==> src/sv/grid_phase_factor_generator_defines.svh <==
// Assertion macros shared by the grid phase factor generator RTL.
`ifndef GRID_PHASE_FACTOR_GENERATOR_DEFINES_SVH
`define GRID_PHASE_FACTOR_GENERATOR_DEFINES_SVH

// Antecedent implies consequent in the same cycle, checked out of reset.
`define GPFG_ASSERT_IMP(lbl, ante, cons) \
  lbl: assert property (@(posedge clk_i) disable iff (!rst_ni) (ante) |-> (cons)) \
    else $error("gpfg assertion failed");

// Expression holds at every clock edge out of reset.
`define GPFG_ASSERT_ALWAYS(lbl, expr) \
  lbl: assert property (@(posedge clk_i) disable iff (!rst_ni) (expr)) \
    else $error("gpfg assertion failed");

`endif

==> src/sv/gpfg_pkg.sv <==
// Shared constants, types and helper functions of the grid phase factor generator.
package gpfg_pkg;

  // Build-time sizing
  localparam int MAX_DIM       = 64;
  localparam int PHASE_BITS    = 32;
  localparam int CORDIC_STAGES = 16;

  localparam int ATAN_ENTRIES = 24;
  localparam int ATAN_IDX_W   = 5;
  localparam int NSTG = (CORDIC_STAGES < ATAN_ENTRIES) ? CORDIC_STAGES : ATAN_ENTRIES;

  // Alignment of the 32-bit steps to the phase word
  localparam int PH_UP = (PHASE_BITS >= 32) ? (PHASE_BITS - 32) : 0;
  localparam int PH_DN = (PHASE_BITS < 32) ? (32 - PHASE_BITS) : 0;
  localparam int PH_W  = PHASE_BITS + 32;

  // Field and datapath widths
  localparam int CW     = 6;
  localparam int GDIM_W = 7;
  localparam int IDX_W  = 18;
  localparam int QW     = 16;
  localparam int DATA_W = 32;
  localparam int CIDX_W = 4;
  localparam int DIM_W  = ($clog2(MAX_DIM + 1) > GDIM_W) ? $clog2(MAX_DIM + 1) : GDIM_W;
  localparam int OFF_W  = DIM_W + 1;
  localparam int XW     = 34;
  localparam int ZW     = 33;

  localparam logic signed [XW-1:0] CORDIC_K     = XW'(652032874);
  localparam logic signed [ZW-1:0] QUARTER_TURN = ZW'(64'h4000_0000);

  // Front end has four register stages, the output side two
  localparam int LATENCY = 4 + NSTG + 2;

  // atan(2^-i) in units of 2^-32 turn
  localparam logic [31:0] ATAN_TABLE [ATAN_ENTRIES] = '{
    32'h20000000, 32'h12E4051E, 32'h09FB385B, 32'h051111D4, 32'h028B0D43, 32'h0145D7E1,
    32'h00A2F61E, 32'h00517C55, 32'h0028BE53, 32'h00145F2F, 32'h000A2F98, 32'h000517CC,
    32'h00028BE6, 32'h000145F3, 32'h0000A2F9, 32'h0000517C, 32'h000028BE, 32'h0000145F,
    32'h00000A2F, 32'h00000517, 32'h0000028B, 32'h00000145, 32'h000000A2, 32'h00000051
  };

  // Configuration register indexes
  typedef enum logic [CIDX_W-1:0] {
    REG_GRID_DIM = 4'd0,
    REG_STEP_X   = 4'd1,
    REG_STEP_Y   = 4'd2,
    REG_STEP_Z   = 4'd3
  } cfg_reg_e;

  typedef struct packed {
    logic [GDIM_W-1:0] grid_dim;
    logic [DATA_W-1:0] step_x;
    logic [DATA_W-1:0] step_y;
    logic [DATA_W-1:0] step_z;
  } cfg_t;

  // Payload handed from cell to cell
  typedef struct packed {
    logic                 valid;
    logic                 flip;
    logic [IDX_W-1:0]     idx;
    logic signed [XW-1:0] x;
    logic signed [XW-1:0] y;
    logic signed [ZW-1:0] z;
  } cordic_t;

  // Step as a PHASE_BITS fraction
  function automatic logic [PHASE_BITS-1:0] align_step(logic [DATA_W-1:0] s);
    logic [PH_W-1:0] w;
    w = (PH_W'(s) << PH_UP) >> PH_DN;
    return w[PHASE_BITS-1:0];
  endfunction

  // Top 32 bits of the phase word as the CORDIC angle
  function automatic logic [31:0] phase_top32(logic [PHASE_BITS-1:0] p);
    logic [PH_W-1:0] w;
    w = (PH_W'(p) >> PH_UP) << PH_DN;
    return w[31:0];
  endfunction

  function automatic logic signed [ZW-1:0] atan_val(logic [ATAN_IDX_W-1:0] i);
    return $signed(ZW'(ATAN_TABLE[i]));
  endfunction

endpackage

==> src/sv/gpfg_back.sv <==
// Output side: quadrant unfold, sine negation, Q4.30 to Q1.15 rounding and saturation.
module gpfg_back import gpfg_pkg::*; (
  input  logic                  clk_i,
  input  logic                  rst_ni,
  input  cordic_t               in_i,
  output logic                  valid_o,
  output logic [IDX_W-1:0]      idx_o,
  output logic signed [QW-1:0]  re_o,
  output logic signed [QW-1:0]  im_o
);

  localparam int RW = XW - 14;
  localparam logic signed [RW-1:0] QMAX = RW'(32767);
  localparam logic signed [RW-1:0] QMIN = -RW'(32768);

  // Round half up, then clamp to 16 bits
  function automatic logic signed [QW-1:0] to_q15(logic signed [XW-1:0] v);
    logic signed [XW:0]   r;
    logic signed [RW-1:0] s;
    r = (XW+1)'(v) + (XW+1)'(1 << 14);
    s = r[XW:15];
    if (s > QMAX) begin
      return QW'(QMAX);
    end else if (s < QMIN) begin
      return QW'(QMIN);
    end
    return s[QW-1:0];
  endfunction

  logic                 v1_q, v2_q;
  logic [IDX_W-1:0]     idx1_q, idx2_q;
  logic signed [XW-1:0] xs_q, ys_q;
  logic signed [QW-1:0] re_q, im_q;

  always_ff @(posedge clk_i or negedge rst_ni) begin
    if (!rst_ni) begin
      v1_q <= 1'b0;
      v2_q <= 1'b0;
    end else begin
      v1_q <= in_i.valid;
      v2_q <= v1_q;
    end
  end

  // Unfold the half turn; imaginary part is the negated sine
  always_ff @(posedge clk_i) begin
    xs_q   <= in_i.flip ? -in_i.x : in_i.x;
    ys_q   <= in_i.flip ? in_i.y : -in_i.y;
    idx1_q <= in_i.idx;
  end

  always_ff @(posedge clk_i) begin
    re_q   <= to_q15(xs_q);
    im_q   <= to_q15(ys_q);
    idx2_q <= idx1_q;
  end

  assign valid_o = v2_q;
  assign idx_o   = idx2_q;
  assign re_o    = re_q;
  assign im_o    = im_q;

endmodule

==> config.mk <==
export PLATFORM = sky130hd
export DESIGN_NAME = gpfg_back
export DESIGN_NICKNAME = d
export VERILOG_FILES = /design/src/sv/grid_phase_factor_generator_defines.svh /design/src/sv/gpfg_pkg.sv /design/src/sv/gpfg_back.sv
export SDC_FILE = /design/constraint.sdc
export NUM_CORES = 1
export LEC_CHECK = 0
export BUFFER_PORTS_ARGS = -buffer_cell sky130_fd_sc_hd__buf_2
export CORE_MARGIN = 5
export CORE_UTILIZATION = 42
export CTS_CLUSTER_DIAMETER = 40
export DETAILED_ROUTE_END_ITERATION = 8
export HOLD_SLACK_MARGIN = 0.08
export PLACE_DENSITY = 0.75
export SYNTH_ARGS = -nofsm -noshare
export SYNTH_HDL_FRONTEND = slang
export SYNTH_SLANG_ARGS = --single-unit
export TNS_END_PERCENT = 10
==> constraint.sdc <==
create_clock -name clk_i -period 1.79 [get_ports clk_i]
set_input_delay 0.0895 -clock clk_i [delete_from_list [all_inputs] [get_ports clk_i]]
set_output_delay 0.0895 -clock clk_i [all_outputs]
set_load 0.05 [all_outputs]
Word-level counts from Yosys, hierarchy flattened
Index checks and enable logic that the tools add are counted.
{"block": "totals", "ff_bits": 138, "latch_bits": 0, "mem_bits_rw": 0, "rom_bits": 0, "output_inout_bits": 51, "memories": 0}
{"block": "op_classes", "n_addsub": 4, "multipliers": 0, "div": 0, "n_lt_le_gt_ge": 4, "eq_ne": 0, "shift": 0, "muxes": 12, "bitwise_logic": 0, "n_reduce_logical": 0}
{"op": "two-way mux 16 bit", "count": 6}
{"op": "adder 34 x 16 -> 35 bit (second input constant)", "count": 2}
{"op": "two-way mux 34 bit", "count": 2}
{"op": "negation 34 bit", "count": 2}
{"op": "> comparator 20 x 16 -> 1 bit (second input constant)", "count": 2}
{"op": "< comparator 20 x 16 -> 1 bit (second input constant)", "count": 2}
{"op": "two-way mux 1 bit", "count": 4}

Logic depth before layout (Yosys ltp)
{"block": "logic_depth", "ltp_word": 5, "mapped_depth": 8}

Worst setup path before layout
No wires, ideal clock.
{"block": "synth_path", "path_type": "input -> register", "startpoint": "in in_i[83] (netlist name)", "endpoint": "reg xs_q[28]", "setup_time_ps": 72, "t_arrival_ps": 1851, "required_ps": 1718, "slack_ps": -133, "cell_stages": 6, "path_buffers": 1, "path_cell_list": "or3_1 > or4_4 > or4_4 > buf_6 > o41ai_4 > xnor2_1"}
{"block": "synth_via", "elab_chain_len": 2}
{"item": "from (decl)", "line_no": "gpfg_back.sv:5", "text": "input cordic_t in_i,"}
{"item": "negation 34 bit", "line_no": "gpfg_back.sv:47", "text": "xs_q <= in_i.flip ? -in_i.x : in_i.x;"}
{"item": "two-way mux 34 bit", "line_no": "gpfg_back.sv:47"}
{"item": "to (signal assigned)", "line_no": "gpfg_back.sv:47"}
{"item": "to (decl)", "line_no": "gpfg_back.sv:32", "text": "logic signed [XW-1:0] xs_q, ys_q;"}
No other way between the ends.

Worst setup path after layout
{"block": "layout_path", "startpoint": "reg xs_q[28]", "endpoint": "reg re_q[8] (netlist: re_o[8])"}
{"block": "layout_via", "elab_chain_len": 5, "elab_cells_between_ends": 7, "cone_classes": "1 x add/sub; 2 x order compare; 4 x mux"}
{"item": "adder 34 x 16 -> 35 bit (*)", "line_no": "gpfg_back.sv:20", "text": "r = (XW+1)'(v) + (XW+1)'(1 << 14);"}
{"item": "< comparator 20 x 16 -> 1 bit", "line_no": "gpfg_back.sv:24", "text": "end else if (s < QMIN) begin"}
{"item": "two-way mux 1 bit", "line_no": "gpfg_back.sv:24"}
{"item": "two-way mux 1 bit", "line_no": "gpfg_back.sv:22", "text": "if (s > QMAX) begin"}
{"item": "two-way mux 16 bit (*)", "line_no": "gpfg_back.sv:27", "text": "return s[QW-1:0];"}
{"item": "to (signal assigned)", "line_no": "gpfg_back.sv:53", "text": "re_q <= to_q15(xs_q);"}
{"item": "to (decl)", "line_no": "gpfg_back.sv:33", "text": "logic signed [QW-1:0] re_q, im_q;"}
Every way passes the cells marked *; elsewhere a longest branch is shown, timed or not.

==> impl_summary.log <==
INFO  metric clock_path_buffers = 2
INFO  metric timing.reg2reg.worst_path_depth = 6
INFO  metric timing.clock.skew = 13.52 ps
INFO  metric clk_transition_reported_paths = 100 ps
INFO  metric post_synth_inst_count = 384
INFO  metric floorplan.core_area = 0.009284 mm2
INFO  metric post-route-min-period = 1758 ps
INFO  metric synth-main-ff-cell = sky130_fd_sc_hd__dfxtp_1
INFO  metric multi_input_area = 0.001833 mm2
INFO  metric tightestPinTransition = 663.2 ps
INFO  metric ff_latch_area = 0.002218 mm2
INFO  metric cpMaxStageDelayCell = sky130_fd_sc_hd__dfxtp_2
INFO  metric hold_path.class = primary input to register
INFO  metric gr_ovfl_total = 0
INFO  metric critical_path_peak_fanout = 7
INFO  metric layout.cells.most_common_list = sky130_fd_sc_hd__buf_2 (140), sky130_fd_sc_hd__dfxtp_1 (103), sky130_fd_sc_hd__dlygate4sd3_1 (63)
INFO  metric cts_root_buf = sky130_fd_sc_hd__clkbuf_8
INFO  metric synth.lib_cells_used.distinct = 46
INFO  metric grt_antenna_before_repair = 0
INFO  metric worstSetupStartpointType = register
INFO  metric max-cap-violations = 0
INFO  metric crit_arrival = 1990 ps
INFO  metric wire_per_inst = 12.93 um
INFO  metric dp_worst_setup_slack = -234.2 ps
INFO  metric synth_async_sr_flop_share = 1.818%
INFO  metric final-setup-viol-count = 0
INFO  metric finalInstanceArea = 0.006106 mm2
INFO  metric vias_in_the_first_global_route = 3593
INFO  metric dr.pass1.iters = 4
INFO  metric totalWireLength = 9.868 mm
INFO  metric finish.net_count = 754
INFO  metric ys_seq_elements = 110
INFO  metric clock_insertion_delay_worst_skew = 360 ps
INFO  metric whs = 163.8 ps
INFO  metric io_buffer_count = 140
INFO  metric slew_headroom = 55.79%
INFO  metric cts_made_buffers = 9
INFO  metric drv_slew = 0
INFO  metric areaGrowthSynthToFinish = 52.36%
INFO  metric layout.cells.most_common = sky130_fd_sc_hd__buf_2
INFO  metric hold_viol_final = 0
INFO  metric htreeDepth = 3
INFO  metric design_power_total = 5.876 mW
INFO  metric seq_area_frac_synth = 55.20%
INFO  metric run_status = finished clean
INFO  metric endpoint_kind = register
INFO  metric timing.critical_path.required = 2020 ps
INFO  metric grt.total_usage = 17.24%
INFO  metric drt-vias-per-instance = 4.699
INFO  metric setup_ws = 32.27 ps
INFO  metric fmax = 0.5689 GHz
INFO  metric rows = 35
INFO  metric setup.worst_path.class = register to register
INFO  metric grt_pass1_wl = 16.15 mm
INFO  metric dieHeight = 107.7 um
INFO  metric place_hpwl = 7.185 mm
INFO  metric synthesis.nets = 509
INFO  metric count_of_fill_cells_added_during_filler_insertion = 731
INFO  metric post_dp_cell_area = 0.005149 mm2
INFO  metric grt_start_max_net_pins = 41
INFO  metric setup-tns-final = 0 ps
INFO  metric peakVddDrop = 0.3999 mV
INFO  metric timing.critical_path.slowest_cell_delay = 350 ps
INFO  metric count_of_flip_flops_with_a_built_in_enable_after_synthesis = 0
INFO  metric min_period_over_period = 98.20%
INFO  metric routed-via-count = 3585
INFO  metric floorplan.initialDensity = 43.17%
INFO  metric pin_count = 174
INFO  metric min_path_cells = 3
INFO  metric cts_tree = built
INFO  metric power_per_unit_of_standard_cell_area = 962.4 mW/mm2
INFO  metric antenna_cells = 0
INFO  metric detail_route.iter0.violations = 136
INFO  metric numClockSinks = 110
INFO  metric post_route_cells_drive_above_1_share = 36.44%
INFO  metric global_placer_s_final_weighted_congestion = 0.8057
INFO  metric design.die.area = 0.01160 mm2
INFO  metric cp_cell_sequence = nand4_1 -> buf_4 -> nor4_4 -> mux2i_2 -> a22oi_2 -> o21ai_0
INFO  metric syn_avg_cell_area = 10.44 um2
INFO  metric die_w = 107.7 um
INFO  metric mappedNetlistArea = 0.004008 mm2
INFO  metric drtAntennaViolNets = 0
INFO  metric unrepaired_setup_endpoints_after_global_routing = true
INFO  metric power.leakage = 2.632 nW
INFO  metric drcViolationCount = 0
INFO  metric synthesis.yosys.warnings = 0
==> layout make-up <==
cell class | instances | share of cell area, %
Clock buffer | 10 | 2.090
Multi-Input combinational cell | 254 | 30.02
Inverter | 9 | 0.5533
Tap cell | 129 | 2.643
Clock inverter | 6 | 1.270
Sequential cell | 110 | 36.33
Timing Repair Buffer | 245 | 27.09
==> per-layer routing <==
metal	global-route usage, %	routed length [um]
met2	29.80	4730
met3	2.939	585
met4	7.304	189
met1	21.05	4362
met5	0	0
==> flip-flops by register name (all words and copies together), names as in the netlist <==
name and count:
idx1_q 18, im_o 16, idx_o 18, re_o 16, ys_q 20, xs_q 20, v1_q 1, valid_o 1
==> Yosys cell counts (all sizes together) (3+ instances only) <==
| master | instances | share of area [%] |
|---|---|---|
| dfxtp | 108 | 54 |
| xnor2 | 37 | 8.1 |
| o21ai | 31 | 3.9 |
| xor2 | 28 | 6.1 |
| nor2 | 19 | 1.8 |
| nand2 | 18 | 1.7 |
| a21oi | 16 | 2.0 |
| nor4 | 11 | 1.9 |
| o31ai | 11 | 2.1 |
| nand4 | 10 | 1.6 |
| clkbuf | 9 | 0.84 |
| inv | 9 | 0.84 |
| nand3 | 9 | 1.1 |
| and3 | 8 | 1.2 |
| nor3 | 8 | 1.0 |
| a31oi | 6 | 0.94 |
| and2 | 5 | 0.78 |
| or3 | 4 | 0.66 |
| or4 | 4 | 0.94 |
| a41oi | 3 | 0.66 |
| and4 | 3 | 0.66 |
| buf | 3 | 0.50 |
==> final timing paths <==
kind / start / end / slack (ps)
max: xs_q[28] / re_o[8] / 30
max in group asynchronous: rst_ni / v1_q / 1100
min in group asynchronous: rst_ni / valid_o / 570
max reg2reg: xs_q[28] / re_o[8] / 30
min: in_i[85] / xs_q[19] / 160
min reg2reg: idx1_q[13] / idx_o[13] / 340
==> cell families after synthesis <==
kind of cell / Yosys count / share of synthesized area (%)
AO/OA/AOI/OAI: 75 / 11.83
XOR/XNOR: 65 / 14.21
multiplexers: 1 / 0.2498
AND/OR/NAND/NOR: 110 / 15.70
adder cells (fa/ha/maj): 2 / 0.6243
flip-flops: 110 / 55.20
buffers and inverters: 21 / 2.185
==> where the power goes <==
group / internal [mW] / switching [mW] / leakage [nW] / total (mW)
registers: 2.72 / 0.128 / 0.934 / 2.85
clock network: 0.678 / 0.824 / 0.101 / 1.50
logic: 0.555 / 0.969 / 1.60 / 1.52
total: 3.96 / 1.92 / 2.63 / 5.88
==> metrics by stage <==
step	cells	util, %
after global placement	681	55.46
final	763	65.77
after detailed placement	681	55.46
after CTS	761	64.99
after floorplan	384	-
after global routing	763	65.77
==> timing repair <==
item / CTS / global route
pin swaps: 7 / 2
hold buffers: 63 / 0
buffers inserted: 1 / 2
cloned: 1 / 0
hold endpoints to repair: 61 / 0
gates resized for setup: 12 / 20
endpoints found under the setup margin: 15 / 31
==> critical path: cells and delay by family (launching register included) <==
kind | cells | cell delay [ps]
compound gates | 2 | 500
buf+inv | 1 | 180
flops | 1 | 350
mux | 1 | 140
simple gates | 2 | 470
Note: power is estimated with default switching activity, not from simulation.
