==> src/sv/grid_phase_factor_generator_defines.svh <==
// Assertion macros shared by the grid phase factor generator RTL.
`ifndef GRID_PHASE_FACTOR_GENERATOR_DEFINES_SVH
`define GRID_PHASE_FACTOR_GENERATOR_DEFINES_SVH

// Antecedent implies consequent in the same cycle, checked out of reset.
`define GPFG_ASSERT_IMP(lbl, ante, cons) \
  lbl: assert property (@(posedge clk_i) disable iff (!rst_ni) (ante) |-> (cons)) \
    else $error("gpfg assertion failed");

// Expression holds at every clock edge out of reset.
`define GPFG_ASSERT_ALWAYS(lbl, expr) \
  lbl: assert property (@(posedge clk_i) disable iff (!rst_ni) (expr)) \
    else $error("gpfg assertion failed");

`endif

==> src/sv/gpfg_pkg.sv <==
// Shared constants, types and helper functions of the grid phase factor generator.
package gpfg_pkg;

  // Build-time sizing
  localparam int MAX_DIM       = 64;
  localparam int PHASE_BITS    = 32;
  localparam int CORDIC_STAGES = 16;

  localparam int ATAN_ENTRIES = 24;
  localparam int ATAN_IDX_W   = 5;
  localparam int NSTG = (CORDIC_STAGES < ATAN_ENTRIES) ? CORDIC_STAGES : ATAN_ENTRIES;

  // Alignment of the 32-bit steps to the phase word
  localparam int PH_UP = (PHASE_BITS >= 32) ? (PHASE_BITS - 32) : 0;
  localparam int PH_DN = (PHASE_BITS < 32) ? (32 - PHASE_BITS) : 0;
  localparam int PH_W  = PHASE_BITS + 32;

  // Field and datapath widths
  localparam int CW     = 6;
  localparam int GDIM_W = 7;
  localparam int IDX_W  = 18;
  localparam int QW     = 16;
  localparam int DATA_W = 32;
  localparam int CIDX_W = 4;
  localparam int DIM_W  = ($clog2(MAX_DIM + 1) > GDIM_W) ? $clog2(MAX_DIM + 1) : GDIM_W;
  localparam int OFF_W  = DIM_W + 1;
  localparam int XW     = 34;
  localparam int ZW     = 33;

  localparam logic signed [XW-1:0] CORDIC_K     = XW'(652032874);
  localparam logic signed [ZW-1:0] QUARTER_TURN = ZW'(64'h4000_0000);

  // Front end has four register stages, the output side two
  localparam int LATENCY = 4 + NSTG + 2;

  // atan(2^-i) in units of 2^-32 turn
  localparam logic [31:0] ATAN_TABLE [ATAN_ENTRIES] = '{
    32'h20000000, 32'h12E4051E, 32'h09FB385B, 32'h051111D4, 32'h028B0D43, 32'h0145D7E1,
    32'h00A2F61E, 32'h00517C55, 32'h0028BE53, 32'h00145F2F, 32'h000A2F98, 32'h000517CC,
    32'h00028BE6, 32'h000145F3, 32'h0000A2F9, 32'h0000517C, 32'h000028BE, 32'h0000145F,
    32'h00000A2F, 32'h00000517, 32'h0000028B, 32'h00000145, 32'h000000A2, 32'h00000051
  };

  // Configuration register indexes
  typedef enum logic [CIDX_W-1:0] {
    REG_GRID_DIM = 4'd0,
    REG_STEP_X   = 4'd1,
    REG_STEP_Y   = 4'd2,
    REG_STEP_Z   = 4'd3
  } cfg_reg_e;

  typedef struct packed {
    logic [GDIM_W-1:0] grid_dim;
    logic [DATA_W-1:0] step_x;
    logic [DATA_W-1:0] step_y;
    logic [DATA_W-1:0] step_z;
  } cfg_t;

  // Payload handed from cell to cell
  typedef struct packed {
    logic                 valid;
    logic                 flip;
    logic [IDX_W-1:0]     idx;
    logic signed [XW-1:0] x;
    logic signed [XW-1:0] y;
    logic signed [ZW-1:0] z;
  } cordic_t;

  // Step as a PHASE_BITS fraction
  function automatic logic [PHASE_BITS-1:0] align_step(logic [DATA_W-1:0] s);
    logic [PH_W-1:0] w;
    w = (PH_W'(s) << PH_UP) >> PH_DN;
    return w[PHASE_BITS-1:0];
  endfunction

  // Top 32 bits of the phase word as the CORDIC angle
  function automatic logic [31:0] phase_top32(logic [PHASE_BITS-1:0] p);
    logic [PH_W-1:0] w;
    w = (PH_W'(p) >> PH_UP) << PH_DN;
    return w[31:0];
  endfunction

  function automatic logic signed [ZW-1:0] atan_val(logic [ATAN_IDX_W-1:0] i);
    return $signed(ZW'(ATAN_TABLE[i]));
  endfunction

endpackage

==> src/sv/gpfg_front.sv <==
// Front end: axis offsets, phase products and sum, quadrant fold, flat index.
module gpfg_front import gpfg_pkg::*; (
  input  logic          clk_i,
  input  logic          rst_ni,
  input  logic          req_i,
  input  logic [CW-1:0] coord_x_i,
  input  logic [CW-1:0] coord_y_i,
  input  logic [CW-1:0] coord_z_i,
  input  cfg_t          cfg_i,
  output cordic_t       out_o
);

  // Offset times step, modulo one turn
  function automatic logic [PHASE_BITS-1:0] phase_mul(logic signed [OFF_W-1:0] o,
                                                      logic [PHASE_BITS-1:0] s);
    logic signed [OFF_W+PHASE_BITS:0] m;
    m = o * $signed({1'b0, s});
    return m[PHASE_BITS-1:0];
  endfunction

  logic [DIM_W-1:0] dim_raw, dim_c, half;

  logic                    v1_q, v2_q, v3_q;
  logic signed [OFF_W-1:0] offx_q, offy_q, offz_q;
  logic [IDX_W-1:0]        idx1_q, idx2_q, idx3_q;
  logic [CW-1:0]           cz1_q;
  logic [PHASE_BITS-1:0]   px_q, py_q, pz_q, phase_q;
  cordic_t                 out_q, out_d;

  logic [31:0] ang;
  logic        flip;

  // Edge length clamp and half edge
  always_comb begin
    dim_raw = DIM_W'(cfg_i.grid_dim);
    if (dim_raw == '0) begin
      dim_c = DIM_W'(1);
    end else if (dim_raw > DIM_W'(MAX_DIM)) begin
      dim_c = DIM_W'(MAX_DIM);
    end else begin
      dim_c = dim_raw;
    end
    half = dim_c >> 1;
  end

  // Stage valids
  always_ff @(posedge clk_i or negedge rst_ni) begin
    if (!rst_ni) begin
      v1_q <= 1'b0;
      v2_q <= 1'b0;
      v3_q <= 1'b0;
    end else begin
      v1_q <= req_i;
      v2_q <= v1_q;
      v3_q <= v2_q;
    end
  end

  // Stage 1: offsets and partial index
  always_ff @(posedge clk_i) begin
    offx_q <= $signed({1'b0, DIM_W'(coord_x_i)}) - $signed({1'b0, half});
    offy_q <= $signed({1'b0, DIM_W'(coord_y_i)}) - $signed({1'b0, half});
    offz_q <= $signed({1'b0, DIM_W'(coord_z_i)}) - $signed({1'b0, half});
    idx1_q <= IDX_W'(coord_x_i) * IDX_W'(dim_c) + IDX_W'(coord_y_i);
    cz1_q  <= coord_z_i;
  end

  // Stage 2: per-axis phase products, full index
  always_ff @(posedge clk_i) begin
    px_q   <= phase_mul(offx_q, align_step(cfg_i.step_x));
    py_q   <= phase_mul(offy_q, align_step(cfg_i.step_y));
    pz_q   <= phase_mul(offz_q, align_step(cfg_i.step_z));
    idx2_q <= idx1_q * IDX_W'(dim_c) + IDX_W'(cz1_q);
  end

  // Stage 3: phase sum wraps modulo one turn
  always_ff @(posedge clk_i) begin
    phase_q <= px_q + py_q + pz_q;
    idx3_q  <= idx2_q;
  end

  // Stage 4: fold into [-1/4, 1/4] turn
  always_comb begin
    ang  = phase_top32(phase_q);
    flip = (!ang[31] && (ang[30:0] > 31'h4000_0000)) ||
           (ang[31] && (ang[30:0] < 31'h4000_0000));
    out_d.valid = v3_q;
    out_d.flip  = flip;
    out_d.idx   = idx3_q;
    out_d.x     = CORDIC_K;
    out_d.y     = '0;
    out_d.z     = flip ? ZW'($signed({~ang[31], ang[30:0]})) : ZW'($signed(ang));
  end

  // Hand-off register to the first cell
  always_ff @(posedge clk_i or negedge rst_ni) begin
    if (!rst_ni) begin
      out_q <= '0;
    end else begin
      out_q <= out_d;
    end
  end

  assign out_o = out_q;

endmodule

==> config.mk <==
export PLATFORM = sky130hd
export DESIGN_NAME = gpfg_front
export DESIGN_NICKNAME = d
export VERILOG_FILES = /design/src/sv/grid_phase_factor_generator_defines.svh /design/src/sv/gpfg_pkg.sv /design/src/sv/gpfg_front.sv
export SDC_FILE = /design/constraint.sdc
export NUM_CORES = 2
export LEC_CHECK = 0
export ABC_AREA = 1
export BUFFER_PORTS_ARGS = -buffer_cell sky130_fd_sc_hd__buf_4
export CAP_MARGIN = 20
export CORE_MARGIN = 2
export CORE_UTILIZATION = 45
export CTS_BUF_LIST = sky130_fd_sc_hd__clkbuf_4
export CTS_CLUSTER_SIZE = 28
export DETAILED_ROUTE_END_ITERATION = 8
export REMOVE_ABC_BUFFERS = 1
export SLEW_MARGIN = 30
export SYNTH_ARGS = -nofsm -noshare
export SYNTH_HDL_FRONTEND = slang
export SYNTH_SLANG_ARGS = --single-unit
==> constraint.sdc <==
create_clock -name clk_i -period 7.6 [get_ports clk_i]
set_clock_uncertainty 0.1 [all_clocks]
set_input_delay 0.38 -clock clk_i [delete_from_list [all_inputs] [get_ports clk_i]]
set_output_delay 0.38 -clock clk_i [all_outputs]
set_load 0.05 [all_outputs]
Word level (Yosys, flattened, before mapping) --
Index checks and enable logic that the tools add are counted.
Operators by class: reduce and logical (&&, ||, !) cells 5, $lt $le $gt $ge 3, multiplexer cells 3, add/sub/neg operators 7, bitwise gates (word level) 1, $mul 5
Operator list (count):
- 7-bit by 33-bit multiplier with 32-bit output | 3
- 32-bit adder | 2
- 33-bit two-way mux | 1
- 31-bit greater-than comparator (second input constant) | 1
- 31-bit less-than comparator (second input constant) | 1
- 6-bit by 6-bit subtractor with 7-bit output | 3
- 18-bit by 6-bit adder with 18-bit output | 1
- 14-bit by 7-bit multiplier with 18-bit output | 1
- 13-bit by 6-bit adder with 14-bit output | 1
- 7-bit two-way mux | 2
- 6-bit by 7-bit multiplier with 13-bit output | 1
- 7-bit greater-than comparator (second input constant) | 1
- 7-bit zero test | 1
- 1-bit logical AND | 2
- 1-bit zero test | 1
- 1-bit logical OR | 1
- 1-bit NOT | 1
Storage, ports and cells: bits in registers 262, logic and storage cells 43, input port bits 124

Logic depth before layout (Yosys ltp) --
depth after elaboration 5, depth in mapped cells 24, mapped depth without buffers 23

Worst setup path before layout --
OpenSTA, ideal clock, no wires.
path kind input port to flip-flop, start point input port cfg_i[102] in the netlist's numbering, end point register idx2_q[12], buffers on the path 2, arrival time 4246 ps, library setup time 127 ps, cell stages on the path 17, slack 3128 ps, path through buf_2 > nor2_2 > inv_2 > clkbuf_1 > nor2_1 > fa_1 > fa_1 > fa_1 > inv_1 > fa_1 > inv_1 > ha_1 > a21oi_1 > o21ai_0 > a21oi_1 > o21ai_0 > xor2_1
Between the ends: word-level cells in the longest chain between the ends 5
RTL lines:
- from (decl) | RTL line gpfg_front.sv:9 | input cfg_t cfg_i,
- 7-bit greater-than comparator | RTL line gpfg_front.sv:38 | end else if (dim_raw > DIM_W'(MAX_DIM)) begin
- 7-bit two-way mux | RTL line gpfg_front.sv:38
- 7-bit two-way mux * | RTL line gpfg_front.sv:36 | if (dim_raw == '0) begin
- 14-bit by 7-bit multiplier with 18-bit output * | RTL line gpfg_front.sv:73 | idx2_q <= idx1_q * IDX_W'(dim_c) + IDX_W'(cz1_q);
- 18-bit by 6-bit adder with 18-bit output * | RTL line gpfg_front.sv:73
- to (signal assigned) | RTL line gpfg_front.sv:73
- to (decl) | RTL line gpfg_front.sv:25 | logic [IDX_W-1:0] idx1_q, idx2_q, idx3_q;
Every way passes the cells marked *; elsewhere a longest branch is shown, timed or not.

Worst setup path after layout --
start point register offy_q[6] (netlist name), end point register py_q[31]
Between the ends: word-level cells in the longest chain between the ends 1
RTL lines:
- 7-bit by 33-bit multiplier with 32-bit output | RTL line gpfg_front.sv:17 | m = o * $signed({1'b0, s});
- to (signal assigned) | RTL line gpfg_front.sv:71 | py_q <= phase_mul(offy_q, align_step(cfg_i.step_y));
- to (decl) | RTL line gpfg_front.sv:27 | logic [PHASE_BITS-1:0] px_q, py_q, pz_q, phase_q;
Every way passes these cells.

==> run metrics <==
status completed; final period utilization approximately 65%; Compound-Gate Fraction of Synth Area about 4.1%; Adder-Cell Fraction of Synth Area 40.89%; # fillers 7904; #FFs+latches synth roughly 260; nets@finish approximately 5900; Worst-path clk slew about 60 ps; RSZ-0062 raised after global routing no; DIE AREA just over 80000 um^2; Routed Antenna Nets 0; Die H about 280 um; GR Util All Layers around 22%; PostCTS Resize Cnt 0; maxcap violations 0; DRC viols 0; FP Rows about 100; CP Launch Type flip-flop; I/O pin count approximately 250; post-synthesis sequential area ratio between 10% and 20%; Post-Synthesis Cell Area about 35000 um^2; Cells after Synth roughly 4700; Hold Crit Class input port to flip-flop; core area about 78000 um^2; Synth Area in Simple Gates 21.30%; critical path required time slightly above 8000 ps; clk root buf clkbuf_4; Initial Util 45.54%; final setup fails 0; largest family of logic cells by synthesized area adder cells; Vias ~28000; asr flop ratio synth between 20% and 30%; DP HPWL roughly 73 mm; mux cell area share after synthesis 0%; top cells by area, synth fa_1, inv_1, nand2_1; Initial DRT Pass Iterations 6; Post-synth top cells inv_1, nand2_1, fa_1; WL per Instance between 10 and 15 um; cts bufs inserted between 70 and 80; CTS tree built; Starting DRT DRC Count roughly 1500; Layout Area Growth over Synthesis 9.930%; initial antenna violation count 8; clock latency on the worst-skew pair about 800 ps; Least-Margin Pin Slew between 900 and 1000 ps; CTS Sinks 261; Buffers on Ports 194; CP Data Arrival Time roughly 5500 ps; Max Fclk about 200 MHz; number of H-tree levels 3; global-route wire length before repair 142.5 mm; post-CTS setup buffer count 0; fin. max-slew vios 0; total grt overflow 0; most common cell in the netlist inv_1; RePlAce Congestion 0.9228; Final min period 4912 ps; vias in the first global route 28399; hold_buf cts 26; layout cells sized above 1 8.138%; Max Root-Sink Buffers 3; Distinct cells, synth 42; Post-Route WL about 85 mm; Syn. warnings 0; worst-path maximum fanout 26; Die X 284.5 um; final hold vios 0; CP endpoint kind flip-flop; largest net degree at the start of global routing 57; prevailing post-synth register cell dfxtp_1; setup_tns 0 ps; worst rel slew slack between 30% and 40%; kind of critical path flip-flop to flip-flop; Yosys top cell area share about 30%; vias per inst 4.700; syn_area_per_cell roughly 7.5 um^2; post-synth top area cell fa_1; Post-Synth XOR/XNOR Area ~2.6%; number of synthesized flops with an enable pin 0
## final cells by class
| cell class | count | area, um^2 | share of cell area (%) |
|---|---|---|---|
| multi-input cells | 3110 | 24590 | 63.20 |
| flip-flops and latches | 261 | 5505 | 14.15 |
| inverters | 1247 | 4681 | 12.03 |
| repair buffers | 238 | 1852 | 4.759 |
| well taps | 1040 | 1301 | 3.344 |
| clock buffers | 97 | 728.2 | 1.872 |
| clock inverters | 36 | 240.2 | 0.6174 |
| diodes | 5 | 12.51 | 0.03216 |
## cell families (layout without fill, tap and decap cells)
logic type      after synthesis  in the layout
buf+inv                    1387           1618
fa+ha+maj                   844            844
simple gates               1836           1836
flops                       261            261
other cells                   2             56
xor+xnor                    106            106
compound gates              273            273
## sequential cells by signal, summed over array words and instances, names as in the netlist
name    flops
idx2_q     18
idx3_q     18
out_o      53
v3_q        1
pz_q       32
v2_q        1
idx1_q     14
py_q       32
ang        32
v1_q        1
px_q       32
offy_q      7
offz_q      7
cz1_q       6
offx_q      7
## layout by cell type (no fill, tap or decap), types with 4 or more instances in the layout
cell and instances:
a31oi_1 5, nor3_1 25, nand3b_1 9, fa_1 521
xnor2_1 16, nand4_1 43, o21bai_1 22, dfrtp_1 56
dfxtp_1 205, and2_1 4, or2_2 60, a21oi_1 158
o21ai_0 73, diode_2 5, conb_1 51, nor2_1 277
xor2_1 90, nor4_1 12, clkbuf_4 97, clkinv_2 5
a21o_1 6, nand2_1 1229, inv_2 6, dlygate4sd3_1 26
nand2_2 8, buf_4 212, nand3_1 154, ha_1 323
clkinv_1 23, inv_1 1242
## worst paths after layout
| path | startpoint | end | slack (ps) | cells after the start |
|---|---|---|---|---|
| worst max register to register | offy_q[6]$_DFF_P_ | py_q[31]$_DFF_P_ | 2690 | 19 |
| max in group asynchronous | rst_ni | out_o[102]$_DFF_PN0_ | 6760 | 2 |
| worst max-delay path | offy_q[6]$_DFF_P_ | py_q[31]$_DFF_P_ | 2690 | 19 |
| min in group asynchronous | rst_ni | out_o[108]$_DFF_PN0_ | 130 | 2 |
| worst min-delay path | coord_x_i[4] | offx_q[6]$_DFF_P_ | 90 | 5 |
| worst min register to register | idx3_q[17]$_DFF_P_ | out_o[118]$_DFF_PN0_ | 220 | 0 |
## layer usage
layer	track usage [%]	routed length, um	vias to the layer above
met5	0	51	-
met4	5.868	2084	8
met3	2.849	3450	109
met2	36.32	40620	597
met1	29.38	39140	13449
li1	-	-	14196
## worst max-delay path: stages, from the launching register on
cell,delay [ps]
dfxtp_1,360
inv_1,360
or2_2,440
fa_1,480
inv_1,50
fa_1,470
inv_1,50
fa_1,450
fa_1,490
inv_1,40
ha_1,330
nand2_1,160
inv_1,50
a21oi_1,260
nand3_1,280
nand2_1,180
inv_1,50
nor2_1,80
nand3_1,70
nand2_1,80
## stage by stage
step	worst slack, ps	area [um^2]	hold WS [ps]	utilization, %	cells
after floorplan	1473	34780	-15.59	-	4618
final	2688	38910	85.95	50.06	6034
after detailed placement	2198	37670	213.6	48.47	5870
after CTS	2732	38900	3.169	50.05	6029
after global routing	2363	38910	19.02	50.06	6034
after global placement	2313	37670	211.8	48.47	5870
Power is left out: the tool's default activity adds up to more than one toggle a clock period on the data nets, which glitch-free logic cannot reach.
