## src/sv/grid_phase_factor_generator_defines.svh

```systemverilog
// Assertion macros shared by the grid phase factor generator RTL.
`ifndef GRID_PHASE_FACTOR_GENERATOR_DEFINES_SVH
`define GRID_PHASE_FACTOR_GENERATOR_DEFINES_SVH

// Antecedent implies consequent in the same cycle, checked out of reset.
`define GPFG_ASSERT_IMP(lbl, ante, cons) \
  lbl: assert property (@(posedge clk_i) disable iff (!rst_ni) (ante) |-> (cons)) \
    else $error("gpfg assertion failed");

// Expression holds at every clock edge out of reset.
`define GPFG_ASSERT_ALWAYS(lbl, expr) \
  lbl: assert property (@(posedge clk_i) disable iff (!rst_ni) (expr)) \
    else $error("gpfg assertion failed");

`endif

```

## src/sv/gpfg_pkg.sv

```systemverilog
// Shared constants, types and helper functions of the grid phase factor generator.
package gpfg_pkg;

  // Build-time sizing
  localparam int MAX_DIM       = 64;
  localparam int PHASE_BITS    = 32;
  localparam int CORDIC_STAGES = 16;

  localparam int ATAN_ENTRIES = 24;
  localparam int ATAN_IDX_W   = 5;
  localparam int NSTG = (CORDIC_STAGES < ATAN_ENTRIES) ? CORDIC_STAGES : ATAN_ENTRIES;

  // Alignment of the 32-bit steps to the phase word
  localparam int PH_UP = (PHASE_BITS >= 32) ? (PHASE_BITS - 32) : 0;
  localparam int PH_DN = (PHASE_BITS < 32) ? (32 - PHASE_BITS) : 0;
  localparam int PH_W  = PHASE_BITS + 32;

  // Field and datapath widths
  localparam int CW     = 6;
  localparam int GDIM_W = 7;
  localparam int IDX_W  = 18;
  localparam int QW     = 16;
  localparam int DATA_W = 32;
  localparam int CIDX_W = 4;
  localparam int DIM_W  = ($clog2(MAX_DIM + 1) > GDIM_W) ? $clog2(MAX_DIM + 1) : GDIM_W;
  localparam int OFF_W  = DIM_W + 1;
  localparam int XW     = 34;
  localparam int ZW     = 33;

  localparam logic signed [XW-1:0] CORDIC_K     = XW'(652032874);
  localparam logic signed [ZW-1:0] QUARTER_TURN = ZW'(64'h4000_0000);

  // Front end has four register stages, the output side two
  localparam int LATENCY = 4 + NSTG + 2;

  // atan(2^-i) in units of 2^-32 turn
  localparam logic [31:0] ATAN_TABLE [ATAN_ENTRIES] = '{
    32'h20000000, 32'h12E4051E, 32'h09FB385B, 32'h051111D4, 32'h028B0D43, 32'h0145D7E1,
    32'h00A2F61E, 32'h00517C55, 32'h0028BE53, 32'h00145F2F, 32'h000A2F98, 32'h000517CC,
    32'h00028BE6, 32'h000145F3, 32'h0000A2F9, 32'h0000517C, 32'h000028BE, 32'h0000145F,
    32'h00000A2F, 32'h00000517, 32'h0000028B, 32'h00000145, 32'h000000A2, 32'h00000051
  };

  // Configuration register indexes
  typedef enum logic [CIDX_W-1:0] {
    REG_GRID_DIM = 4'd0,
    REG_STEP_X   = 4'd1,
    REG_STEP_Y   = 4'd2,
    REG_STEP_Z   = 4'd3
  } cfg_reg_e;

  typedef struct packed {
    logic [GDIM_W-1:0] grid_dim;
    logic [DATA_W-1:0] step_x;
    logic [DATA_W-1:0] step_y;
    logic [DATA_W-1:0] step_z;
  } cfg_t;

  // Payload handed from cell to cell
  typedef struct packed {
    logic                 valid;
    logic                 flip;
    logic [IDX_W-1:0]     idx;
    logic signed [XW-1:0] x;
    logic signed [XW-1:0] y;
    logic signed [ZW-1:0] z;
  } cordic_t;

  // Step as a PHASE_BITS fraction
  function automatic logic [PHASE_BITS-1:0] align_step(logic [DATA_W-1:0] s);
    logic [PH_W-1:0] w;
    w = (PH_W'(s) << PH_UP) >> PH_DN;
    return w[PHASE_BITS-1:0];
  endfunction

  // Top 32 bits of the phase word as the CORDIC angle
  function automatic logic [31:0] phase_top32(logic [PHASE_BITS-1:0] p);
    logic [PH_W-1:0] w;
    w = (PH_W'(p) >> PH_UP) << PH_DN;
    return w[31:0];
  endfunction

  function automatic logic signed [ZW-1:0] atan_val(logic [ATAN_IDX_W-1:0] i);
    return $signed(ZW'(ATAN_TABLE[i]));
  endfunction

endpackage

```

## src/sv/gpfg_cell.sv

```systemverilog
// One CORDIC rotation cell: a micro-rotation by atan(2^-stage), then hand-off.
module gpfg_cell import gpfg_pkg::*; (
  input  logic                  clk_i,
  input  logic                  rst_ni,
  input  logic [ATAN_IDX_W-1:0] stage_i,
  input  cordic_t               in_i,
  output cordic_t               out_o
);

  logic signed [XW-1:0] dx, dy;
  logic signed [ZW-1:0] da;
  cordic_t              out_d, out_q;

  // Rotate toward zero residual angle
  always_comb begin
    dx    = in_i.y >>> stage_i;
    dy    = in_i.x >>> stage_i;
    da    = atan_val(stage_i);
    out_d = in_i;
    if (!in_i.z[ZW-1]) begin
      out_d.x = in_i.x - dx;
      out_d.y = in_i.y + dy;
      out_d.z = in_i.z - da;
    end else begin
      out_d.x = in_i.x + dx;
      out_d.y = in_i.y - dy;
      out_d.z = in_i.z + da;
    end
  end

  // Hand-off register to the next cell
  always_ff @(posedge clk_i or negedge rst_ni) begin
    if (!rst_ni) begin
      out_q <= '0;
    end else begin
      out_q <= out_d;
    end
  end

  assign out_o = out_q;

endmodule

```

## config.mk

```make
export PLATFORM = sky130hd
export DESIGN_NAME = gpfg_cell
export DESIGN_NICKNAME = d
export VERILOG_FILES = /design/src/sv/grid_phase_factor_generator_defines.svh /design/src/sv/gpfg_pkg.sv /design/src/sv/gpfg_cell.sv
export SDC_FILE = /design/constraint.sdc
export NUM_CORES = 1
export LEC_CHECK = 0
export BUFFER_PORTS_ARGS = -buffer_cell sky130_fd_sc_hd__buf_4
export CORE_MARGIN = 5
export CORE_UTILIZATION = 60
export CTS_BUF_LIST = sky130_fd_sc_hd__clkbuf_8
export DETAILED_ROUTE_END_ITERATION = 16
export PLACE_DENSITY_LB_ADDON = 0.08
export SLEW_MARGIN = 20
export SYNTH_ARGS = -nofsm -noshare
export SYNTH_HDL_FRONTEND = slang
export SYNTH_SLANG_ARGS = --single-unit
```

## constraint.sdc

```tcl
create_clock -name clk_i -period 0.8 [get_ports clk_i]
set_input_delay 0.24 -clock clk_i [delete_from_list [all_inputs] [get_ports clk_i]]
set_output_delay 0.24 -clock clk_i [all_outputs]
set_load 0.05 [all_outputs]
```

==> results of run 1 <==
stage by stage:
stage,util [%],hold WS (ns)
floorplan,-,-0.0556
detailed placement,92.2,0.274
global placement,92.2,0.260
synth_stat cells, drive strengths merged, types with 20 or more instances:
cell type / number
nor3: 27
nand2: 141
buf: 60
a21o: 48
xor2: 72
mux2: 30
inv: 43
a21oi: 163
nand3: 31
mux2i: 57
nor2: 129
o21ai: 90
and3: 20
o21a: 21
nand2b: 29
xnor2: 106
mux4: 78
dfrtp: 121
ha: 108
clkbuf: 43
a31oi: 24
a211oi: 20
kinds of logic after synthesis:
| logic type | count (synthesis) | share of synthesized area (%) |
|---|---|---|
| buffers and inverters | 147 | 4.80 |
| XOR/XNOR | 179 | 10.2 |
| multiplexers | 165 | 17.5 |
| AO/OA/AOI/OAI | 554 | 24.0 |
| adder cells (fa/ha/maj) | 111 | 9.12 |
| flip-flops | 121 | 19.6 |
| AND/OR/NAND/NOR | 466 | 14.8 |
==> results.cfg, run 1 <==
[clocking]
holdBufCountCts = 21
htree_levels = 4
post_cts_buffers = 116
cts_max_path_buffers = 2
cts_made_buffers = 17
cts_resized = 411
cts-root-buf = clkbuf_8
cts.sinks = 121

[floorplanning]
ioPinCount = 249
fp.dieH_um = 171
num_rows = 58
dieWidth_um = 171
initial_utilization_pct = 61.1

[yosys]
synth_area_leaders = dfrtp_1 (20%), mux4_2 (9.5%), ha_1 (8.7%)
synth.largest_area_cell = dfrtp_1
synth-seq-cells = 121
synthFlopType = dfrtp_1
synth-seq-area-share_pct = 19.6
synth.top_cell.area_share_pct = 19.6
ys_warn_count = 0
synth_edf_count = 0
syn_area_um2 = 15500
ys_types = 95
synth_cells = 1743
async_reset_ff_share_pct = 100
avgSynthCellArea_um2 = 8.88
syn_nets = 1982

[place]
dp_hpwl_um = 60600
place_inst = 2922
portBuffers = 248
dp_slack_ns = -4.73
place_area_um2 = 23300
finalWeightedCongestion = 1.34

[run_status]
haltStage = clock tree synthesis
tool.error = [ERROR DPL-0038] Utilization greater than 100%, impossible to legalize
outcome = aborted with a tool error
==> run 2: changes to the inputs <==
--- a/config.mk
+++ b/config.mk
@@ -7,10 +7,9 @@
 export LEC_CHECK = 0
 export BUFFER_PORTS_ARGS = -buffer_cell sky130_fd_sc_hd__buf_4
 export CORE_MARGIN = 5
-export CORE_UTILIZATION = 60
-export CTS_BUF_LIST = sky130_fd_sc_hd__clkbuf_8
+export CORE_UTILIZATION = 40
 export DETAILED_ROUTE_END_ITERATION = 16
-export PLACE_DENSITY_LB_ADDON = 0.08
+export PLACE_DENSITY_LB_ADDON = 0.15
 export SLEW_MARGIN = 20
 export SYNTH_ARGS = -nofsm -noshare
 export SYNTH_HDL_FRONTEND = slang
==> run 2 against run 1 <==
Against the previous run:
- the flow now finishes, with violations (negative setup slack)
- synthesized cell count did not move
- area after synthesis is the same
==> results.cfg, run 2 <==
[floorplanning]
dieWidth_um = 207
core_um2 = 38500
num_rows = 72
ioPinCount = 249
fp.dieH_um = 207
initial_utilization_pct = 40.2
die_area_um2 = 42700

[layout]
register_area_um2 = 3180
largest_reg_flops = 121
synthToLayoutAreaGrowth_pct = 81.9
postLayoutCellArea_um2 = 28200
finalNonFillerCells = 3362
final_cell_mix = buf_4 (979), buf_6 (141), nand2_1 (120), dfrtp_2 (120), nor2_1 (104)
multiInputGateArea_um2 = 13700
nets = 3069
fill_cells = 2651
final_common_cell = buf_4
drive_gt1_share_pct = 61.4

[sta]
rsz0062_at_grt = true
fmax_mhz = 218
setup_viol = 222
setup_slack_ns = -3.78
finalHoldViolCount = 0
slew_violations = 0
relSlewSlack_pct = 47.1
fin_crit_ns = 4.58
finalCritPeriodShare_pct = 573
worstMarginPinSlew_ns = 0.783

[yosys]
synth_cells = 1743
synthFlopType = dfrtp_1
synth.largest_area_cell = dfrtp_1
syn_nets = 1982
ys_types = 95
async_reset_ff_share_pct = 100
synth-seq-cells = 121
synth_area_leaders = dfrtp_1 (20%), mux4_2 (9.5%), ha_1 (8.7%)
syn_area_um2 = 15500
synth.top_cell.area_share_pct = 19.6
ys_warn_count = 0
synth-seq-area-share_pct = 19.6
synth.most_common_cell = a21oi_1
avgSynthCellArea_um2 = 8.88
synth_common_cells = a21oi_1 (163), nand2_1 (140), nor2_1 (128)
synth_edf_count = 0

[clocking]
cts-root-buf = clkbuf_16
cts_tree = done
path_clk_slew_ns = 0.06
htree_levels = 4
cts_made_buffers = 17
cts_max_path_buffers = 2
cts.sinks = 121

[run_status]
outcome = finished, violations left
failed_checks = negative setup slack

[place]
dp_hpwl_um = 58900
portBuffers = 248
dp_slack_ns = -4.52
finalWeightedCongestion = 1.01
place_inst = 3206
place_area_um2 = 24400

[worst_setup_path]
cp.arrival_ns = 4.96
critPathSlowestCell = mux4_2
crit_family = compound AO/OA/AOI/OAI gates
endpoint_kind = register
start_kind = input port
path_buf_inv = 5
cp_cell_sequence = buf_16, buf_16, buf_12, mux4_2, mux2_4, a221oi_4, nand3_2, buf_4, nor4_4, buf_4, a21oi_1, xnor2_1, ha_1, a21oi_1, nand2_1, nand2_1, o211ai_1, a21oi_2, o21ai_2, and4_1, o41a_1, xnor3_1
critical_path_peak_fanout = 8
critPathRequiredTime_ns = 1.17
max_stage_delay_ns = 0.50
crit_type = input port to register

[pwr]
pwr_density_cell_nw_per_um2 = 2140
total_leakage_power_uw = 0.0129
max-vdd-ir-drop_v = 0.00313

[global_route]
grt.total_usage_pct = 35.1
grt_pass1_wl_um = 115000
gr-total-overflow = 0
grt_pass1_vias = 19500
antenna_found_initial = 2
grt_max_degree = 51

[detailed_routing]
via_per_inst = 5.84
totalWireLength_um = 81000
vias = 19600
postRouteAntennaNets = 0
wl_per_cell_um = 24.1
drt-pass1-iter-count = 5
drt-initial-drc-count = 1738
remaining_drc_errors = 0

[run]
cap_violations = 0

[min_path]
min_path_type = input port to register
min_to = out_o[0]
hp-start = in_i[0]
worstHoldPathCells = 2
==> run 2: cell counts after synthesis <==
No cell type changed its count.
==> run 2: worst max path at each step <==
stage | startpoint | endpoint | slack (ns) | depth (start not counted)
2_1_floorplan | stage_i[2] | out_o[100] | -3.93 | 22
3_3_place_gp | stage_i[0] | out_o[100] | -4.49 | 22
3_5_place_dp | stage_i[0] | out_o[100] | -4.52 | 22
4_1_cts | stage_i[0] | out_o[64] | -3.64 | 22
5_1_grt | stage_i[0] | out_o[100] | -3.90 | 25
6_report | stage_i[0] | out_o[100] | -3.78 | 22
==> run 2: area by class of cell <==
cell class,count,share of cell area [%]
sequential,121,11.3
clock inverter,13,0.675
timing repair buffer,1171,34.7
multi-input combinational,1475,48.7
inverter,44,0.635
tap,518,2.30
antenna,1,0.00889
clock buffer,19,1.61
==> run 2: through the flow <==
step	total power [uW]	hold WS (ns)	util (%)	TNS (ns)
global route	62600	0.00452	73.2	-374.08
global placement	43800	0.248	63.4	-361.05
CTS	56700	-0.0251	70.5	-350.31
finish	60200	0.0219	73.2	-357.79
detailed placement	44100	0.255	63.4	-364.59
floorplan	29700	-0.0556	-	-297.20
==> run 2: logic make-up (layout without fill, tap and decap cells) <==
logic type	after synthesis	count (layout)	synth area share, %
simple gates	466	466	14.8
xor+xnor	179	179	10.2
compound gates	554	554	24.0
other cells	0	1	0
flops	121	121	19.6
mux	165	165	17.5
buf+inv	147	1247	4.80
fa+ha+maj	111	111	9.12
==> run 2: routing by layer <==
metal	track usage, %	wire length (um)	vias up
met5	0	12	-
met4	10.1	3290	2
met3	7.42	6160	223
met2	59.8	39000	957
met1	45.2	32500	9655
li1	-	-	8797
==> run 2: power by group <==
group          internal (uW)  leakage [uW]  switching (uW)
sequential              8710       0.00129            1020
clock                   5390      0.000303            3430
combinational          18600        0.0114           23000
==> run 2: timing repair <==
item / in CTS / in global routing
endpoints found under the hold margin: 142 / 0
resized for setup: 292 / 192
endpoints found under the setup margin: 222 / 222
cloned: 4 / 0
hold buffers: 21 / 0
pin swaps: 166 / 142
setup buffers: 91 / 45
Note: power is estimated with default switching activity, not from simulation.
==> run 3: changes to the inputs <==
--- a/config.mk
+++ b/config.mk
@@ -9,6 +9,7 @@
 export CORE_MARGIN = 5
 export CORE_UTILIZATION = 40
 export DETAILED_ROUTE_END_ITERATION = 16
+export GPL_TIMING_DRIVEN = 0
 export PLACE_DENSITY_LB_ADDON = 0.15
 export SLEW_MARGIN = 20
 export SYNTH_ARGS = -nofsm -noshare
==> run 3 against run 2 <==
Against the previous run:
- the run ends with negative hold slack, negative setup slack left
- first-iteration DRC count rose by 14%
- largest cell class unchanged
- setup slack got worse by 0.32 ns
- clock-buffer cell count fell by 1
- clock power barely moved
- flip-flop and latch count did not move
- wire length fell by 1.0%
- non-clock buffer count fell by 591
- highest routed layer unchanged
- critical path depth rose by 1
- combinational power fell by 13%
- worst hold slack got worse by 0.31 ns
==> results.cfg, run 3 (synthesis results as in run 2) <==
[clocking]
cts-root-buf = clkbuf_16
cts_max_path_buffers = 2
htree_levels = 4
cts_tree = done
cts.sinks = 121
path_clk_slew_ns = 0.07
holdBufCountCts = 20
cts_made_buffers = 17

[place]
dp_hpwl_um = 59000
finalWeightedCongestion = 1.04
place_inst = 2508
portBuffers = 246

[sta]
setup_viol = 222
finalCritPeriodShare_pct = 613
finalHoldViolCount = 49
fmax_mhz = 204
setup_tns_ns = -374.78
slew_violations = 0
setup_slack_ns = -4.11
worstMarginPinSlew_ns = 1.32
relSlewSlack_pct = 12.2
fin_crit_ns = 4.91
rsz0062_at_grt = true
whs_ns = -0.285

[floorplanning]
core_um2 = 38500
dieWidth_um = 207
fp.dieH_um = 207
die_area_um2 = 42700
initial_utilization_pct = 40.2
ioPinCount = 249
num_rows = 72

[layout]
finalNonFillerCells = 2771
fin_util_pct = 62.1
multiInputGateArea_um2 = 13900
fill_cells = 3186
nets = 2478
largest_reg_flops = 121
register_area_um2 = 3180
synthToLayoutAreaGrowth_pct = 54.2
final_common_cell = buf_4
final_cell_mix = buf_4 (336), buf_6 (142), nand2_1 (127), dfrtp_2 (120), nor2_1 (99)
drive_gt1_share_pct = 51.7

[detailed_routing]
via_per_inst = 6.39
drt-initial-drc-count = 1986
totalWireLength_um = 80200
remaining_drc_errors = 0
vias = 17700
wl_per_cell_um = 28.9
postRouteAntennaNets = 0
drt-pass1-iter-count = 5

[run_status]
outcome = finished, violations left
failed_checks = negative hold slack, negative setup slack

[global_route]
grt_pass1_vias = 17100
grt_pass1_wl_um = 112000
gr-total-overflow = 0
grt_max_degree = 73
grt.total_usage_pct = 35.7
antenna_found_initial = 2

[worst_setup_path]
critPathRequiredTime_ns = 1.14
crit_type = input port to register
start_kind = input port
endpoint_kind = register
cp.arrival_ns = 5.24
critical_path_peak_fanout = 7

[pwr]
total_leakage_power_uw = 0.00997
max-vdd-ir-drop_v = 0.00310
pwr_density_cell_nw_per_um2 = 2280

[run]
cap_violations = 0

[min_path]
min_path_type = input port to asynchronous set/reset pin
## run 3: changes by cell type in the layout (fill, tap and decap cells not counted), moves of 7 or more
cell / before / now
buf_4: 979 / 336
clkbuf_1: 0 / 20
clkbuf_2: 0 / 8
clkbuf_4: 0 / 7
ha_1: 90 / 71
ha_2: 6 / 20
mux2i_1: 52 / 44
nand2_1: 120 / 127
o21ai_1: 17 / 24
## run 3: timing repair
action | 4_1_cts | 5_1_grt
endpoints found under the hold margin | 70 | 50
setup endpoints to repair | 222 | 222
resized for setup | 317 | 256
gates cloned | 2 | 2
setup buffers | 155 | 77
pin swaps | 143 | 162
## run 3: worst paths after layout
check                           start         end  slack (ns)
hold / removal                 rst_ni  out_o[105]       -0.28
setup / recovery           stage_i[0]  out_o[100]       -4.11
max in group asynchronous      rst_ni   out_o[78]        0.33
min in group clk_i            in_i[0]    out_o[0]        0.01
## run 3: where the power goes
group / total (uW) / internal (uW) / switching [uW]
Combinational: 36100 / 14500 / 21600
Sequential: 9620 / 8700 / 915
Clock: 8820 / 5540 / 3280
## run 3: stage by stage
step	area [um^2]	setup slack [ns]	total power, uW
floorplan	16400	-3.93	29700
global placement	18900	-5.53	38000
detailed placement	18900	-5.48	38200
CTS	22200	-3.87	50900
global route	23900	-4.17	56800
finish	23900	-4.11	54500
## run 3: cell type report
cell class	count	area share, %
clock buffer	18	1.80
timing repair buffer	481	18.1
antenna	1	0.0105
clock inverter	14	0.928
buffer	99	4.14
tap	518	2.71
multi-input combinational	1475	58.2
inverter	44	0.839
sequential	121	13.3
## run 3: metal layers
metal / vias up / wire length, um / GRT usage (%)
li1: 7599 / - / -
met3: 265 / 8380 / 9.53
met5: - / 7 / 0
met2: 1123 / 35700 / 54.9
met4: 2 / 4530 / 18.6
met1: 8727 / 31600 / 46.1
## run 3: critical path: stages
cell and delay (ns):
buf_8 0.08, buf_12 0.13, buf_12 0.15, buf_12 0.14, mux4_2 0.55, mux2i_4 0.28, o221ai_2 0.16, buf_4 0.16
a211oi_4 0.19, and4_4 0.27, nor4b_4 0.35, a21oi_2 0.10, xor2_1 0.25, ha_2 0.35, a21oi_2 0.21, nand2_1 0.13
nor4_2 0.21, o211ai_1 0.21, a21oi_2 0.25, o21ai_2 0.10, and4_4 0.16, o41a_1 0.38, xnor3_1 0.20
==> run 4: changes to the inputs <==
--- a/config.mk
+++ b/config.mk
@@ -11,6 +11,7 @@
 export DETAILED_ROUTE_END_ITERATION = 16
 export GPL_TIMING_DRIVEN = 0
 export PLACE_DENSITY_LB_ADDON = 0.15
+export RECOVER_POWER = 100
 export SLEW_MARGIN = 20
 export SYNTH_ARGS = -nofsm -noshare
 export SYNTH_HDL_FRONTEND = slang
==> run 4 against run 3 <==
Against the previous run:
- the run still ends with negative hold slack, negative setup slack left
- clock power about the same
- clock-buffer cell count unchanged
- sequential share of layout area about the same
- global-route usage unchanged
- die area unchanged
- sequential power about the same
- critical endpoint unchanged
- highest routed layer unchanged
==> results.cfg, run 4 (synthesis results as in run 2) <==
[sta]
setup_slack_ns = -4.12
worstMarginPinSlew_ns = 1.30
finalCritPeriodShare_pct = 615
whs_ns = -0.138
rsz0062_at_grt = true
setup_viol = 222
fmax_mhz = 203
fin_crit_ns = 4.92
finalHoldViolCount = 49
relSlewSlack_pct = 13.2
slew_violations = 0

[min_path]
min_path_type = input port to asynchronous set/reset pin

[global_route]
grt_pass1_vias = 17100
grt_max_degree = 73
grt_pass1_wl_um = 112000
grt.total_usage_pct = 35.7
antenna_found_initial = 2
gr-total-overflow = 0

[detailed_routing]
vias = 17700
drt-pass1-iter-count = 6
via_per_inst = 6.40
postRouteAntennaNets = 0
wl_per_cell_um = 29.0
drt-initial-drc-count = 2075
remaining_drc_errors = 0
totalWireLength_um = 80300

[worst_setup_path]
crit_type = input port to register
cp.arrival_ns = 5.26
start_kind = input port
endpoint_kind = register
worstSetupStartpoint = stage_i[0]
critPathRequiredTime_ns = 1.14
critical_path_peak_fanout = 7

[run_status]
failed_checks = negative hold slack, negative setup slack
outcome = finished, violations left

[pwr]
power_frac_clock_pct = 16.2
p_seq_share_pct = 17.6
p_sw_share_pct = 47.3
switchingPower_uw = 25800
max-vdd-ir-drop_v = 0.00310
p_int_uw = 28700
p_comb_share_pct = 66.2
total_leakage_power_uw = 0.00997
pwr_density_cell_nw_per_um2 = 2280

[run]
cap_violations = 0

[clocking]
cts-root-buf = clkbuf_16
htree_levels = 4
holdBufCountCts = 20
cts_tree = done
path_clk_slew_ns = 0.07
cts_made_buffers = 17
cts.sinks = 121
cts_max_path_buffers = 2

[place]
dp_slack_ns = -5.48
finalWeightedCongestion = 1.04
dp_hpwl_um = 59000
portBuffers = 246

[layout]
final_common_cell = buf_4
largest_reg_flops = 121
drive_gt1_share_pct = 51.7
nets = 2478
synthToLayoutAreaGrowth_pct = 54.2
final_cell_mix = buf_4 (316), buf_6 (141), nand2_1 (127), dfrtp_2 (120), nor2_1 (99)
fin_util_pct = 62.1

[floorplanning]
fp.dieH_um = 207
ioPinCount = 249
die_area_um2 = 42700
core_um2 = 38500
num_rows = 72
dieWidth_um = 207
initial_utilization_pct = 40.2
-- run 4: cell type report --
class	instances	area (um^2)
Antenna cell	1	2.50
Buffer	99	988
Clock buffer	18	429
Clock inverter	14	221
Fill cell	3188	14600
Inverter	44	200
Multi-Input combinational cell	1475	13900
Sequential cell	121	3180
Tap cell	518	648
Timing Repair Buffer	481	4310
-- run 4: worst max-delay path, stage by stage --
cell and delay, ns:
buf_8 0.08, buf_12 0.13, buf_12 0.15, buf_12 0.14, mux4_2 0.55, mux2i_4 0.28, o221ai_2 0.16, buf_4 0.16
a211oi_4 0.19, and4_4 0.27, nor4b_4 0.36, a21oi_2 0.10, xor2_1 0.25, ha_2 0.35, a21oi_2 0.21, nand2_1 0.13
nor4_2 0.21, o211ai_1 0.21, a21oi_2 0.25, o21ai_2 0.10, and4_4 0.16, o41a_1 0.38, xnor3_1 0.20
-- run 4: final timing paths --
path	endpoint	slack (ns)	depth (start not counted)
worst max-delay path	out_o[100]	-4.12	23
worst min-delay path	out_o[105]	-0.14	1
max in group asynchronous	out_o[78]	0.10	2
min in group clk_i	out_o[0]	0.01	2
-- run 4: through the flow --
stage,cells,hold WS [ns],instance area (um^2),TNS (ns),total power (uW)
finish,2771,-0.138,23900,-375.13,54500
global route,2770,-0.0840,23900,-390.80,56800
CTS,2702,-0.293,22200,-359.95,50900
detailed placement,2508,0.220,18900,-442.35,38200
global placement,2507,0.350,18900,-547.09,38000
floorplan,1743,-0.0556,16400,-297.20,29700
-- run 4: routing by layer --
metal	vias to the layer above	part of all wire (%)	track usage (%)
li1	7608	-	-
met1	8735	40	46.1
met2	1144	44	54.9
met3	253	9.9	9.53
met4	2	5.6	18.6
met5	-	0.0087	0
-- run 4: power by group through the flow --
| stage | registers (uW) | clock network, uW | logic (uW) |
|---|---|---|---|
| 2_1_floorplan | 17500 | 0 | 12200 |
| 3_3_place_gp | 9390 | 0 | 28600 |
| 3_5_place_dp | 9420 | 0 | 28700 |
| 4_1_cts | 9480 | 9010 | 32400 |
| 5_1_grt | 9820 | 9280 | 37700 |
| 6_report | 9620 | 8810 | 36100 |
-- run 4: what timing repair did --
item / CTS / global route
setup buffers: 155 / 77
hold endpoints to repair: 70 / 50
gates cloned: 2 / 2
resized for setup: 317 / 256
setup endpoints to repair: 222 / 222
pin swaps: 143 / 162
